--- config.mk ---
export PLATFORM = sky130hd
export DESIGN_NAME = script_lexer_tokenizer
export DESIGN_NICKNAME = d
export VERILOG_FILES = /design/src/design/slt_pkg.sv /design/src/design/script_lexer_tokenizer.sv
export SDC_FILE = /design/constraint.sdc
export NUM_CORES = 1
export LEC_CHECK = 0
export BUFFER_PORTS_ARGS = -buffer_cell sky130_fd_sc_hd__clkbuf_2
export CORE_ASPECT_RATIO = 1.1
export CORE_UTILIZATION = 55
export DETAILED_ROUTE_END_ITERATION = 7
export GPL_TIMING_DRIVEN = 0
export PLACE_DENSITY = 0.82
export SLEW_MARGIN = 30
export SYNTH_ARGS = -nofsm -noshare
export SYNTH_HDL_FRONTEND = slang
export SYNTH_SLANG_ARGS = --single-unit
export TNS_END_PERCENT = 1
--- constraint.sdc ---
create_clock -name clk -period 4.9 [get_ports clk]
set_input_delay 0.49 -clock clk [delete_from_list [all_inputs] [get_ports clk]]
set_output_delay 0.49 -clock clk [all_outputs]
set_load 0.05 [all_outputs]
--- src/design/slt_pkg.sv ---
`timescale 1ns / 1ps
`default_nettype none

package slt_pkg;

    localparam int SLT_MAX_TOKEN_LEN = 255;
    localparam int SLT_POSITION_BITS = 16;
    localparam int KW_COUNT          = 6;
    localparam int PREFIX_CHARS      = 6;

    typedef enum logic [2:0] {
        MODE_IDLE   = 3'd0,
        MODE_NUMBER = 3'd1,
        MODE_WORD   = 3'd2,
        MODE_STRING = 3'd3,
        MODE_ESCAPE = 3'd4,
        MODE_EQ     = 3'd5,
        MODE_GT     = 3'd6
    } mode_t;

    typedef enum logic [4:0] {
        KIND_INT     = 5'd0,
        KIND_FLOAT   = 5'd1,
        KIND_STR     = 5'd2,
        KIND_ID      = 5'd3,
        KIND_KEYWORD = 5'd4,
        KIND_EOL     = 5'd5,
        KIND_PLUS    = 5'd6,
        KIND_MINUS   = 5'd7,
        KIND_STAR    = 5'd8,
        KIND_SLASH   = 5'd9,
        KIND_EQEQ    = 5'd10,
        KIND_ASSIGN  = 5'd11,
        KIND_LT      = 5'd12,
        KIND_PIPE    = 5'd13,
        KIND_GT      = 5'd14,
        KIND_LPAREN  = 5'd15,
        KIND_RPAREN  = 5'd16,
        KIND_LBRACK  = 5'd17,
        KIND_RBRACK  = 5'd18,
        KIND_LBRACE  = 5'd19,
        KIND_RBRACE  = 5'd20,
        KIND_COMMA   = 5'd21,
        KIND_EOF     = 5'd22,
        KIND_ERROR   = 5'd23
    } token_kind_t;

    typedef struct packed {
        token_kind_t kind;
        logic [2:0]  kw;
        logic [7:0]  len;
        logic [15:0] start;
    } tok_t;

    typedef struct packed {
        tok_t tok;
        logic last;
    } qent_t;

    typedef struct packed {
        logic       hit;
        logic [2:0] idx;
    } kw_hit_t;

    // Keyword text, first character in the low byte.
    localparam logic [47:0] KW_TEXT [KW_COUNT] = '{
        48'h0000_0000_6669,   // if
        48'h0000_6669_6C65,   // elif
        48'h0000_6573_6C65,   // else
        48'h0000_0072_6F66,   // for
        48'h0000_0000_6E66,   // fn
        48'h6E72_7574_6572    // return
    };

    localparam logic [7:0] KW_LEN [KW_COUNT] = '{
        8'd2, 8'd4, 8'd4, 8'd3, 8'd2, 8'd6
    };

    function automatic kw_hit_t kw_lookup(input logic [47:0] prefix, input logic [7:0] len);
        kw_hit_t r;
        r = '0;
        for (int i = 0; i < KW_COUNT; i++) begin
            if (!r.hit && len == KW_LEN[i] && prefix == KW_TEXT[i]) begin
                r.hit = 1'b1;
                r.idx = 3'(i);
            end
        end
        return r;
    endfunction

    function automatic logic is_digit(input logic [7:0] c);
        return (c >= "0") && (c <= "9");
    endfunction

    function automatic logic is_word(input logic [7:0] c);
        return ((c >= "a") && (c <= "z")) || ((c >= "A") && (c <= "Z")) || (c == "_");
    endfunction

endpackage

`default_nettype wire

--- src/design/script_lexer_tokenizer.sv ---
`timescale 1ns / 1ps
`default_nettype none

// Channel   Handshake                   Payload
// --------  --------------------------  -------------------------------------------------
// source    source_valid / source_ready source_byte
// token     token_valid / token_ready   token_kind, keyword_index, token_length,
//                                       token_start, last_of_run
//
// Each source byte is lexed in the cycle it is accepted: mode state and a
// two-entry token queue update at that edge. A byte yields zero, one or two
// tokens, and the token port drains one per cycle, so with the token side ready
// throughput is one byte per cycle while bytes yield at most one token; a byte
// yielding two holds back the next. The queue limits intake: a byte is taken
// when the queue is empty or its single entry leaves in the same cycle.
// Reset (rst_n low, async) returns to idle mode, position zero, empty queue.
// A stall on the token side holds the queue and, once it is occupied, the source.
module script_lexer_tokenizer
    import slt_pkg::*;
#(
    parameter int MAX_TOKEN_LEN = SLT_MAX_TOKEN_LEN,
    parameter int POSITION_BITS = SLT_POSITION_BITS
) (
    input  wire logic        clk,
    input  wire logic        rst_n,
    input  wire logic        source_valid,
    output logic             source_ready,
    input  wire logic [7:0]  source_byte,
    output logic             token_valid,
    input  wire logic        token_ready,
    output logic [4:0]       token_kind,
    output logic [2:0]       keyword_index,
    output logic [7:0]       token_length,
    output logic [15:0]      token_start,
    output logic             last_of_run
);

    localparam logic [7:0] LEN_CAP   = 8'(MAX_TOKEN_LEN);
    localparam int         POS_EXT_W = (POSITION_BITS > 16) ? POSITION_BITS : 16;

    // Lexer state
    mode_t                    mode_reg, mode_next;
    logic [7:0]               run_reg, run_next;
    logic [1:0]               dot_reg, dot_next;
    logic [47:0]              prefix_reg, prefix_next;
    logic [POSITION_BITS-1:0] pos_reg, pos_next;
    logic [POSITION_BITS-1:0] start_reg, start_next;
    logic                     dquote_reg, dquote_next;

    // Token queue: slot 0 is the head
    qent_t      q0_reg, q0_next;
    qent_t      q1_reg, q1_next;
    logic [1:0] count_reg, count_next;

    logic       accept;
    logic       pop;
    logic [7:0] c;

    logic [POS_EXT_W-1:0] pos_ext;
    logic [POS_EXT_W-1:0] start_ext;
    logic [15:0]          pos16;
    logic [15:0]          start16;
    logic [7:0]           run_bump;
    kw_hit_t              kw;

    // Token that closes the pending run, and whether the byte was used by it
    logic consumed;
    logic flush_v;
    tok_t flush_tok;

    // Token or run that the byte starts from idle
    logic  idle_v;
    tok_t  idle_tok;
    mode_t idle_mode;
    logic  is_eof;

    logic [1:0] n_tok;
    qent_t      first_ent;
    qent_t      second_ent;

    assign c         = source_byte;
    assign pop       = token_valid && token_ready;
    assign source_ready = (count_reg == 2'd0) || ((count_reg == 2'd1) && token_ready);
    assign accept    = source_valid && source_ready;

    assign pos_ext   = POS_EXT_W'(pos_reg);
    assign start_ext = POS_EXT_W'(start_reg);
    assign pos16     = pos_ext[15:0];
    assign start16   = start_ext[15:0];
    assign run_bump  = (run_reg < LEN_CAP) ? run_reg + 8'd1 : run_reg;
    assign kw        = kw_lookup(prefix_reg, run_reg);

    // Close the pending run
    always_comb
    begin
        consumed  = 1'b0;
        flush_v   = 1'b0;
        flush_tok = '{kind: KIND_ERROR, kw: 3'd0, len: run_reg, start: start16};
        case (mode_reg)
            MODE_NUMBER:
            begin
                if (is_digit(c) || c == ".") begin
                    consumed = 1'b1;
                end else begin
                    flush_v = 1'b1;
                    if (dot_reg >= 2'd2)
                        flush_tok.kind = KIND_ERROR;
                    else if (dot_reg == 2'd1)
                        flush_tok.kind = KIND_FLOAT;
                    else
                        flush_tok.kind = KIND_INT;
                end
            end
            MODE_WORD:
            begin
                if (is_word(c)) begin
                    consumed = 1'b1;
                end else begin
                    flush_v = 1'b1;
                    if (kw.hit) begin
                        flush_tok.kind = KIND_KEYWORD;
                        flush_tok.kw   = kw.idx;
                    end else begin
                        flush_tok.kind = KIND_ID;
                    end
                end
            end
            MODE_STRING:
            begin
                if (c == 8'd0) begin
                    flush_v = 1'b1;
                end else begin
                    consumed = 1'b1;
                    if (c == (dquote_reg ? "\"" : "'")) begin
                        flush_v        = 1'b1;
                        flush_tok.kind = KIND_STR;
                    end
                end
            end
            MODE_ESCAPE:
            begin
                if (c == 8'd0)
                    flush_v = 1'b1;
                else
                    consumed = 1'b1;
            end
            MODE_EQ:
            begin
                flush_v = 1'b1;
                if (c == "=") begin
                    consumed       = 1'b1;
                    flush_tok.kind = KIND_EQEQ;
                    flush_tok.len  = 8'd2;
                end else begin
                    flush_tok.kind = KIND_ASSIGN;
                    flush_tok.len  = 8'd1;
                end
            end
            MODE_GT:
            begin
                flush_v = 1'b1;
                if (c == ">") begin
                    consumed       = 1'b1;
                    flush_tok.kind = KIND_PIPE;
                    flush_tok.len  = 8'd2;
                end else begin
                    flush_tok.kind = KIND_GT;
                    flush_tok.len  = 8'd1;
                end
            end
            default:
            begin
                consumed = 1'b0;
            end
        endcase
    end

    // Classify the byte as seen from idle
    always_comb
    begin
        idle_v    = 1'b1;
        idle_mode = MODE_IDLE;
        is_eof    = 1'b0;
        idle_tok  = '{kind: KIND_ERROR, kw: 3'd0, len: 8'd1, start: pos16};
        if (c == 8'd0) begin
            is_eof        = 1'b1;
            idle_tok.kind = KIND_EOF;
            idle_tok.len  = 8'd0;
        end else if (c == " " || c == "\t" || c == "\r") begin
            idle_v = 1'b0;
        end else if (is_digit(c)) begin
            idle_v    = 1'b0;
            idle_mode = MODE_NUMBER;
        end else if (is_word(c)) begin
            idle_v    = 1'b0;
            idle_mode = MODE_WORD;
        end else begin
            case (c)
                "'", "\"":
                begin
                    idle_v    = 1'b0;
                    idle_mode = MODE_STRING;
                end
                "=":
                begin
                    idle_v    = 1'b0;
                    idle_mode = MODE_EQ;
                end
                ">":
                begin
                    idle_v    = 1'b0;
                    idle_mode = MODE_GT;
                end
                ";", "\n": idle_tok.kind = KIND_EOL;
                "+":       idle_tok.kind = KIND_PLUS;
                "-":       idle_tok.kind = KIND_MINUS;
                "*":       idle_tok.kind = KIND_STAR;
                "/":       idle_tok.kind = KIND_SLASH;
                "<":       idle_tok.kind = KIND_LT;
                "(":       idle_tok.kind = KIND_LPAREN;
                ")":       idle_tok.kind = KIND_RPAREN;
                "[":       idle_tok.kind = KIND_LBRACK;
                "]":       idle_tok.kind = KIND_RBRACK;
                "{":       idle_tok.kind = KIND_LBRACE;
                "}":       idle_tok.kind = KIND_RBRACE;
                ",":       idle_tok.kind = KIND_COMMA;
                default:   idle_tok.kind = KIND_ERROR;
            endcase
        end
    end

    // Next lexer state
    always_comb
    begin
        mode_next   = mode_reg;
        run_next    = run_reg;
        dot_next    = dot_reg;
        prefix_next = prefix_reg;
        pos_next    = pos_reg;
        start_next  = start_reg;
        dquote_next = dquote_reg;
        if (accept) begin
            pos_next = pos_reg + 1'b1;
            if (consumed) begin
                case (mode_reg)
                    MODE_NUMBER:
                    begin
                        run_next = run_bump;
                        if (c == "." && dot_reg < 2'd2)
                            dot_next = dot_reg + 2'd1;
                    end
                    MODE_WORD:
                    begin
                        run_next = run_bump;
                        for (int i = 0; i < PREFIX_CHARS; i++) begin
                            if (run_reg == 8'(i))
                                prefix_next[8*i +: 8] = c;
                        end
                    end
                    MODE_STRING:
                    begin
                        if (flush_v)
                            mode_next = MODE_IDLE;
                        else if (c == "\\")
                            mode_next = MODE_ESCAPE;
                        else
                            run_next = run_bump;
                    end
                    MODE_ESCAPE:
                    begin
                        mode_next = MODE_STRING;
                        if (c == "t" || c == "n" || c == "r")
                            run_next = run_bump;
                    end
                    default:
                    begin
                        mode_next = MODE_IDLE;
                    end
                endcase
            end else if (is_eof) begin
                // End of source: back to the reset state
                mode_next   = MODE_IDLE;
                run_next    = 8'd0;
                dot_next    = 2'd0;
                prefix_next = '0;
                pos_next    = '0;
                start_next  = '0;
                dquote_next = 1'b0;
            end else begin
                mode_next = idle_mode;
                if (idle_mode != MODE_IDLE) begin
                    run_next    = 8'd0;
                    dot_next    = 2'd0;
                    prefix_next = '0;
                    start_next  = pos_reg;
                end
                if (idle_mode == MODE_NUMBER) begin
                    run_next = 8'd1;
                end
                if (idle_mode == MODE_WORD) begin
                    run_next           = 8'd1;
                    prefix_next[7:0]   = c;
                end
                if (idle_mode == MODE_STRING)
                    dquote_next = (c == "\"");
            end
        end
    end

    // Tokens this byte yields and the queue update
    always_comb
    begin
        n_tok      = 2'(flush_v) + 2'(idle_v && !consumed);
        first_ent  = '{tok: (flush_v ? flush_tok : idle_tok), last: (n_tok == 2'd1)};
        second_ent = '{tok: idle_tok, last: 1'b1};
        q0_next    = q0_reg;
        q1_next    = q1_reg;
        count_next = count_reg;
        if (accept) begin
            q0_next    = first_ent;
            q1_next    = second_ent;
            count_next = n_tok;
        end else if (pop) begin
            q0_next    = q1_reg;
            count_next = count_reg - 2'd1;
        end
    end

    always_ff @(posedge clk or negedge rst_n)
    begin
        if (!rst_n) begin
            mode_reg   <= MODE_IDLE;
            run_reg    <= 8'd0;
            dot_reg    <= 2'd0;
            prefix_reg <= '0;
            pos_reg    <= '0;
            start_reg  <= '0;
            dquote_reg <= 1'b0;
            count_reg  <= 2'd0;
        end else begin
            mode_reg   <= mode_next;
            run_reg    <= run_next;
            dot_reg    <= dot_next;
            prefix_reg <= prefix_next;
            pos_reg    <= pos_next;
            start_reg  <= start_next;
            dquote_reg <= dquote_next;
            count_reg  <= count_next;
        end
    end

    // Queue payload holds without reset
    always_ff @(posedge clk)
    begin
        q0_reg <= q0_next;
        q1_reg <= q1_next;
    end

    assign token_valid   = (count_reg != 2'd0);
    assign token_kind    = q0_reg.tok.kind;
    assign keyword_index = q0_reg.tok.kw;
    assign token_length  = q0_reg.tok.len;
    assign token_start   = q0_reg.tok.start;
    assign last_of_run   = q0_reg.last;

`ifndef SYNTHESIS
    // Queue never holds more than two tokens
    a_count_range: assert property (@(posedge clk) disable iff (!rst_n)
        count_reg != 2'd3)
        else $error("token queue overfilled");

    // With two tokens queued, only the second closes the byte's run
    a_pair_last: assert property (@(posedge clk) disable iff (!rst_n)
        count_reg == 2'd2 |-> (!q0_reg.last && q1_reg.last))
        else $error("last_of_run misplaced in queued pair");

    // A NUL byte restarts the source
    a_eof_restart: assert property (@(posedge clk) disable iff (!rst_n)
        accept && source_byte == 8'd0 |=> (pos_reg == '0 && mode_reg == MODE_IDLE))
        else $error("position or mode not cleared after end of source");

    // Keyword index is nonzero only on keyword tokens
    a_kw_index: assert property (@(posedge clk) disable iff (!rst_n)
        token_valid && keyword_index != 3'd0 |-> token_kind == KIND_KEYWORD)
        else $error("keyword index on non-keyword token");
`endif

endmodule

`default_nettype wire

==> results of run 1 <==
[logic make-up after synthesis]
family / share of synthesized area, %
buffers and inverters: 3.77
muxes: 9.07
DFF: 50.4
adders and majority gates: 1.56
and+or+nand+nor: 19.8
AOI/OAI and AO/OA: 14.7
xor gates and xnor gates: 0.654
[synthesized netlist by cell type (all sizes together) (4+ instances only)]
library cell | n | share of area, %
a2111oi | 4 | 0.45
a211oi | 4 | 0.44
a21oi | 30 | 1.9
a22o | 27 | 2.9
a31oi | 12 | 0.93
and2 | 15 | 1.2
and3 | 15 | 1.2
and3b | 4 | 0.44
buf | 27 | 2.0
clkbuf | 18 | 0.84
dfrtp | 96 | 30
edfxtp | 55 | 21
ha | 10 | 1.6
inv | 19 | 0.89
mux2 | 34 | 6.2
mux2i | 23 | 2.9
nand2 | 71 | 3.3
nand2b | 11 | 0.86
nand3 | 34 | 2.1
nand3b | 4 | 0.37
nand4 | 17 | 1.3
nor2 | 36 | 1.7
nor2b | 12 | 0.93
nor3 | 16 | 1.1
nor3b | 5 | 0.59
nor4 | 17 | 1.4
o211ai | 8 | 0.75
o21ai | 51 | 3.2
o31ai | 7 | 0.65
or2 | 11 | 0.86
or4 | 6 | 0.56
xor2 | 4 | 0.44
[power groups by stage]
stage / registers, uW / logic (uW) / clock network [uW]
final: 1890 / 1880 / 1320
after global routing: 1920 / 2020 / 1380
after CTS: 1880 / 1860 / 1330
after detailed placement: 1890 / 1850 / 0
after global placement: 1890 / 1800 / 0
after floorplan: 2100 / 1140 / 0
[final timing paths]
| kind | slack, ns | depth (start not counted) | end | from |
|---|---|---|---|---|
| max | 1.68 | 12 | count_reg[0] | mode_reg[2] |
| min | 0.44 | 4 | dquote_reg | source_byte[3] |
| max reg2reg | 1.68 | 12 | count_reg[0] | mode_reg[2] |
| min reg2reg | 0.45 | 0 | q1_reg[4] | pos16[3] |
| max in group asynchronous | 3.76 | 3 | pos16[2] | rst_n |
| min in group asynchronous | 0.56 | 2 | prefix_reg[15] | rst_n |
[worst max-delay path: stages, from the launching register on]
cell      delay (ns)
dfrtp_1         0.36
clkbuf_1        0.22
and3_1          0.25
o211ai_1        0.20
o221a_2         0.31
o21ai_1         0.09
buf_2           0.21
buf_2           0.22
nor4_1          0.49
ha_1            0.34
nand2b_1        0.17
a21oi_1         0.16
a31oi_1         0.06
[through the flow]
step	util (%)	area, um^2	hold WS [ns]
floorplan	-	8040	0.194
global placement	60.7	8510	0.427
detailed placement	61.2	8580	0.434
CTS	65.5	9180	0.434
global route	65.5	9180	0.460
finish	65.5	9180	0.437
[cell type report]
cell class / count / area, um^2
plain buffers: 45 / 229
clock buffers: 20 / 457
clock inverters: 12 / 141
fillers: 1055 / 4840
inverters: 20 / 75.1
multi-input cells: 537 / 3690
flip-flops and latches: 151 / 4050
well taps: 188 / 235
repair buffers: 49 / 304
[what timing repair did]
| item | in CTS | in global routing |
|---|---|---|
| endpoints found under the hold margin | 11 | 0 |
| gates resized for setup | 0 | 0 |
| setup buffers | 0 | 0 |
| hold buffers | 1 | 0 |
[per-layer routing]
layer | global-route usage [%] | up-vias
met3 | 5.09 | 52
li1 | - | 2948
met2 | 43.6 | 270
met4 | 13.0 | 0
met1 | 38.9 | 3215
met5 | 0 | -
==> flow_summary.toml, run 1 <==
[floorplanning]
die_h_um = 129
pin_count = 47
initial_core_util_pct = 57.3
core_area_um2 = 14000
rows = 45
die_area_um2 = 15100
die-width_um = 117

[critical_path]
arrival_ns = 3.50
worstPathRequired_ns = 5.18
start_kind = "flop"
critPathMaxFanout = 10
crit_path_end_kind = "flop"
critical_path_class = "flop to flop"

[sta]
setup-tns-final_ns = 0
relSlewSlack_pct = 42.6
finalHoldViolCount = 0
tightest_slew_ns = 0.852
grt_setup_unrepaired = "no"
setup_viol = 0
period_share_pct = 65.7
period_needed_ns = 3.22
max_freq_mhz = 311
skew_ns = 0.00891
layout_setup_ws_ns = 1.68
slew_violations = 0

[clock_network]
clock_latency_ns = 0.43
cts_buffers = 17
cts_max_path_buffers = 2
htreeDepth = 4
root_buffer = "clkbuf_16"
cts_tree = "done"
clkSlewWorstSetupHoldPaths_ns = 0.06
clock-sinks = 151

[route]
finalWirelength_um = 20100
drc = 0
ant_nets = 0
dr.pass1.iters = 7
vias = 6485
drt_iter0_drc = 660
viasPerCell = 6.35
routed.top_layer = "met4"
wl_met1_um = 8810
met2_wirelength_um = 9440
dr_wl_met3_um = 1210
wire_per_inst_um = 19.6

[power]
seqPwrFrac_pct = 37.1
intPower_uw = 3120
p_total_uw = 5090
cellLeakagePower_uw = 0.00400
clockPowerShare_pct = 25.9
p_sw_uw = 1970
peakVddDrop_v = 0.000429
combPwrFrac_pct = 37.0
swShare_pct = 38.7
power.density_nw_per_um2 = 554

[global_route]
grt_pass1_wl_um = 32200
grt_usage_pct = 28.3
antenna_found_initial = 0
grt-ovfl-total = 0
grt_max_degree = 52
grt_pass1_vias = 6184

[placement]
hpwl_um = 13700
routabilityCongestion = 0.933
post-place-ws_ns = 1.29
port_buffers = 46
placedCellCount = 989

[synthesis]
yosysWarnings = 0
ys_seq_area_share_pct = 50.4
ys_dominant_reg_cell = "dfrtp_1"
synth-seq-cells = 151
ys_async_sr_fraction_pct = 63.6
synth_cell_types = 77
avgSynthCellArea_um2 = 10.7
syn_nets = 775
synth_edf_count = 55
syn_area_um2 = 8040
syn_inst = 753

[run]
cap_violations = 0

[layout]
stdcell_count = 1022
largest_reg_flops = 48
final_common_cell = "dfrtp_1"
drive_gt1_share_pct = 18.9
final_cell_mix = "96 x dfrtp_1, 71 x nand2_1, 55 x edfxtp_1"
areaGrowthSynthToFinish_pct = 14.2
n_antenna_cell = 0
finalNetCount = 843

[outcome]
outcome = "finished, final reports clean"

[min_path]
hold_class = "primary input to flop"
Note: power is estimated with default switching activity, not from simulation.
==> inputs of run 2 (changes only) <==
==> constraint.sdc (replaced) <==
create_clock -name clk -period 3.35 [get_ports clk]
set_input_delay 0.335 -clock clk [delete_from_list [all_inputs] [get_ports clk]]
set_output_delay 0.335 -clock clk [all_outputs]
set_load 0.05 [all_outputs]
==> run 2 against run 1 <==
Against the previous run: fmax hardly changed; register-to-register slack worse by 1.6 ns; non-clock buffer count is 1 lower; hold slack worse by 0.15 ns; total power is 44% higher; core utilization is 0.36 points lower; first-iteration DRC count is 8.5% higher; clock power is 38% higher; via count is 1.0% lower; global-route usage is 0.14 points higher; combinational power is 46% higher; routed wire length is 0.16% higher.
==> flow_summary.toml, run 2 (synthesized netlist as in run 1, its figures left out) <==
[outcome]
outcome = "finished, final reports clean"

[sta]
period_needed_ns = 3.22
period_share_pct = 96.2
setup-tns-final_ns = 0
max_freq_mhz = 310
setup_viol = 0
grt_setup_unrepaired = "no"
slew_violations = 0
finalHoldViolCount = 0
relSlewSlack_pct = 42.8
tightest_slew_ns = 0.858
skew_ns = 0.00976

[route]
dr.pass1.iters = 7
vias = 6420
finalWirelength_um = 20100
drc = 0
viasPerCell = 6.29
drt_iter0_drc = 716
ant_nets = 0
wire_per_inst_um = 19.7

[global_route]
grt_pass1_wl_um = 32300
antenna_found_initial = 0
grt_usage_pct = 28.4
grt-ovfl-total = 0
grt_max_degree = 50
grt_pass1_vias = 6195

[floorplanning]
die_h_um = 129
initial_core_util_pct = 57.3
die-width_um = 117
rows = 45
die_area_um2 = 15100
core_area_um2 = 14000
pin_count = 47

[min_path]
hold_class = "primary input to flop"
hp-start = "source_byte[3]"
hold-path-endpoint = "dquote_reg"
hold_depth = 4

[layout]
largest_reg_flops = 48
drive_gt1_share_pct = 19.1
final_common_cell = "dfrtp_1"
n_antenna_cell = 0
fill_cells = 1080
finalNetCount = 842
final_cell_mix = "96 x dfrtp_1, 71 x nand2_1, 55 x edfxtp_1"
areaGrowthSynthToFinish_pct = 13.6

[run]
cap_violations = 0

[critical_path]
r2r_cells = 7
timing.rr.end = "keyword_index[2]"
r2r_setup_slack_ns = 0.13
r2r_start = "prefix_reg[32]"
critical_path_class = "flop to flop"
worstPathRequired_ns = 3.63
arrival_ns = 3.50
critPathMaxFanout = 4
start_kind = "flop"
crit_path_end_kind = "flop"

[power]
peakVddDrop_v = 0.000480
cellLeakagePower_uw = 0.00398
p_total_uw = 7330
power.density_nw_per_um2 = 803

[placement]
port_buffers = 46
hpwl_um = 13900
routabilityCongestion = 0.940

[clock_network]
root_buffer = "clkbuf_16"
cts_tree = "done"
cts_setup_buffers = 0
clock_latency_ns = 0.43
clkSlewWorstSetupHoldPaths_ns = 0.06
cts_max_path_buffers = 2
htreeDepth = 4
clock-sinks = 151
cts_buffers = 17
run 2: changes by cell type in the layout (fill, tap and decap cells not counted), sizes merged:
cell and change:
buf -2, bufinv -1, clkbuf -1, clkdlybuf4s15 +1
clkinv +1, inv +1
run 2: critical path, cell delays in order (launching register included):
cell and delay (ns):
dfrtp_1 0.38, or4_1 0.51, nor4_1 0.46, nand4_1 0.25
nor4_2 0.47, a2111oi_2 0.20, nor4_1 0.56, nor2b_1 0.24
run 2: how the worst max path moves through the flow:
| stage | from | end |
|---|---|---|
| final | prefix_reg[32] | keyword_index[2] |
| after floorplan | count_reg[0] | token_kind[2] |
| after global placement | source_byte[4] | count_reg[0] |
| after global routing | count_reg[0] | token_kind[0] |
| after detailed placement | source_byte[4] | count_reg[0] |
| after CTS | prefix_reg[32] | keyword_index[2] |
run 2: layout make-up:
class	instances	area, um^2	area share, %
Buffer	45	236	2.59
Sequential cell	151	4050	44.4
Timing Repair Buffer	48	277	3.03
Inverter	20	75.1	0.822
Clock inverter	13	119	1.30
Tap cell	188	235	2.58
Multi-Input combinational cell	537	3690	40.5
Clock buffer	19	443	4.85
run 2: timing repair:
action	CTS	global route
endpoints found under the hold margin	48	0
hold buffers	1	0
gates resized for setup	0	3
setup endpoints to repair	0	1
run 2: power by group:
part | leakage, uW | switching [uW] | internal (uW)
Combinational | 0.00189 | 1780 | 965
Sequential | 0.00182 | 334 | 2440
Clock | 0.000269 | 777 | 1050
Total | 0.00398 | 2890 | 4450
run 2: through the flow:
stage	hold WS [ns]	area, um^2	cells	setup WS (ns)	utilization (%)
after detailed placement	0.309	8550	988	-0.105	61.0
after global routing	0.321	9130	1021	0.0142	65.1
after global placement	0.427	8510	987	-0.114	60.7
after floorplan	0.0394	8050	753	0.269	-
after CTS	0.295	9130	1021	0.169	65.1
final	0.289	9130	1021	0.127	65.1
run 2: metal layers:
layer  global-route usage (%)  wire [um]  up-vias  part of all wire, %
met5                        0          0        -                    0
met4                     10.3        434        0                  2.2
met3                     5.70       1300       34                  6.5
met2                     45.7       9700      302                   48
met1                     38.2       8680     3116                   43
li1                         -          -     2968                    -
==> inputs of run 3 (changes only) <==
--- a/config.mk
+++ b/config.mk
@@ -7,6 +7,7 @@
 export LEC_CHECK = 0
 export BUFFER_PORTS_ARGS = -buffer_cell sky130_fd_sc_hd__clkbuf_2
 export CORE_ASPECT_RATIO = 1.1
+export CORE_MARGIN = 2
 export CORE_UTILIZATION = 55
 export DETAILED_ROUTE_END_ITERATION = 7
 export GPL_TIMING_DRIVEN = 0
==> run 3 against run 2 <==
Against the previous run: sequential cell count did not move; non-clock buffer count did not move; final area rose by 0.47%; die area rose by 3.3%; clock skew rose by 0.00065 ns; clock-buffer cell count fell by 1; fmax rose by 0.45%; via count rose by 0.89%; sequential power barely moved; combinational power barely moved; critical path depth rose by 5; critical path type unchanged; largest power group unchanged.
==> flow_summary.toml, run 3 (synthesized netlist as in run 1, its figures left out) <==
[clock_network]
clock_latency_ns = 0.43
cts_max_path_buffers = 2
cts_setup_buffers = 0
cts_tree = "done"
clock-sinks = 151
clkSlewWorstSetupHoldPaths_ns = 0.07
root_buffer = "clkbuf_16"
cts_buffers = 17
htreeDepth = 4

[route]
vias = 6477
drc = 0
drt_iter0_drc = 724
finalWirelength_um = 20000
viasPerCell = 6.32
ant_nets = 0
wire_per_inst_um = 19.6
dr.pass1.iters = 5

[floorplanning]
die_h_um = 131
die_area_um2 = 15600
die-width_um = 119
initial_core_util_pct = 56.1
pin_count = 47
core_area_um2 = 14300
rows = 46

[critical_path]
cp_common_cell = "buf_2"
critPathMaxFanout = 10
start_kind = "flop"
arrival_ns = 3.48
path_buf_inv = 3
path_cells = "clkbuf_1 > nor2b_1 > nand2_1 > o221a_2 > o21ai_1 > buf_2 > buf_2 > nor4_1 > ha_1 > nand2b_1 > a21oi_1 > a31oi_1"
max_stage_delay_ns = 0.42
worstPathRequired_ns = 3.62
path_delay_family = "buffers and inverters"
crit_path_end_kind = "flop"
critical_path_class = "flop to flop"
cp_slowest_cell = "dfrtp_1"

[placement]
routabilityCongestion = 0.994
port_buffers = 46
placedCellCount = 992
hpwl_um = 13700
post_dp_cell_area_um2 = 8550

[sta]
period_needed_ns = 3.21
finalHoldViolCount = 0
period_share_pct = 95.8
grt_setup_unrepaired = "no"
relSlewSlack_pct = 34.1
max_freq_mhz = 312
skew_ns = 0.0104
setup_viol = 0
setup-tns-final_ns = 0
slew_violations = 0
tightest_slew_ns = 0.977

[layout]
final_common_cell = "dfrtp_1"
final_cell_mix = "96 x dfrtp_1, 71 x nand2_1, 55 x edfxtp_1"
fin_area_um2 = 9180
drive_gt1_share_pct = 19.0
largest_reg_flops = 48
areaGrowthSynthToFinish_pct = 14.1
n_antenna_cell = 0
finalNetCount = 842
stdcell_count = 1025

[power]
peakVddDrop_v = 0.000643
cellLeakagePower_uw = 0.00400
power.density_nw_per_um2 = 817

[run]
cap_violations = 0

[global_route]
grt_usage_pct = 26.9
antenna_found_initial = 0
grt_pass1_vias = 6191
grt-ovfl-total = 0
grt_pass1_wl_um = 32600
grt_max_degree = 50

[min_path]
hold_class = "primary input to flop"

[outcome]
outcome = "finished, final reports clean"
[run 3: cell types whose count changed in the layout (fill, tap and decap cells not counted), sizes merged]
cell / change
inv: +2
clkbuf: -1
clkdlybuf4s15: -1
buf: +1
bufinv: +2
clkinv: -3
[run 3: stage by stage]
step / util (%) / total power [uW] / hold slack (ns) / setup WS, ns
after floorplan: - / 4740 / 0.0394 / 0.269
after global placement: 59.4 / 5380 / 0.429 / -0.0366
after detailed placement: 59.7 / 5450 / 0.315 / -0.0601
after CTS: 64.0 / 7470 / 0.262 / 0.210
after global routing: 64.0 / 7830 / 0.316 / 0.000193
final: 64.0 / 7500 / 0.268 / 0.141
[run 3: power by group]
group / leakage, uW / total, uW / internal [uW] / switching (uW)
logic: 0.00189 / 2720 / 956 / 1770
clock network: 0.000292 / 2000 / 1190 / 813
registers: 0.00182 / 2770 / 2430 / 333
total: 0.00400 / 7500 / 4580 / 2910
[run 3: routing by layer]
metal	vias up	global-route usage [%]	share of wire, %
li1	2954	-	-
met1	3135	35.7	41
met2	320	41.9	47
met3	68	6.03	7.7
met4	0	13.8	3.6
met5	-	0	0
[run 3: worst paths after layout]
check	start	slack (ns)	cells past startpoint	to
hold reg to reg	pos16[2]	0.45	0	q1_reg[3]
max in group asynchronous	rst_n	2.34	3	pos16[7]
setup / recovery	mode_reg[0]	0.14	12	count_reg[0]
setup reg to reg	mode_reg[0]	0.14	12	count_reg[0]
min in group asynchronous	rst_n	0.42	2	prefix_reg[14]
hold / removal	source_byte[3]	0.27	4	dquote_reg
[run 3: cell type report]
class                      instances  area [um^2]
timing repair buffer              48          277
clock buffer                      18          429
buffer                            45          229
multi-input combinational        537         3690
sequential                       151         4050
clock inverter                    14          184
tap                              192          240
fill                            1078         5150
inverter                          20         75.1
[run 3: worst reg2reg max path, delay by kind of cell, from the launching register on]
kind                       cells  cell delay, ns
DFF                            1            0.42
AOI/OAI and AO/OA              4            0.66
and+or+nand+nor                4            0.75
buffers and inverters          3            0.92
adders and majority gates      1            0.30
[run 3: repair_timing]
item / in CTS / in global routing
setup endpoints to repair: 0 / 4
gates resized for setup: 0 / 2
hold endpoints to repair: 47 / 0
hold buffers: 1 / 0
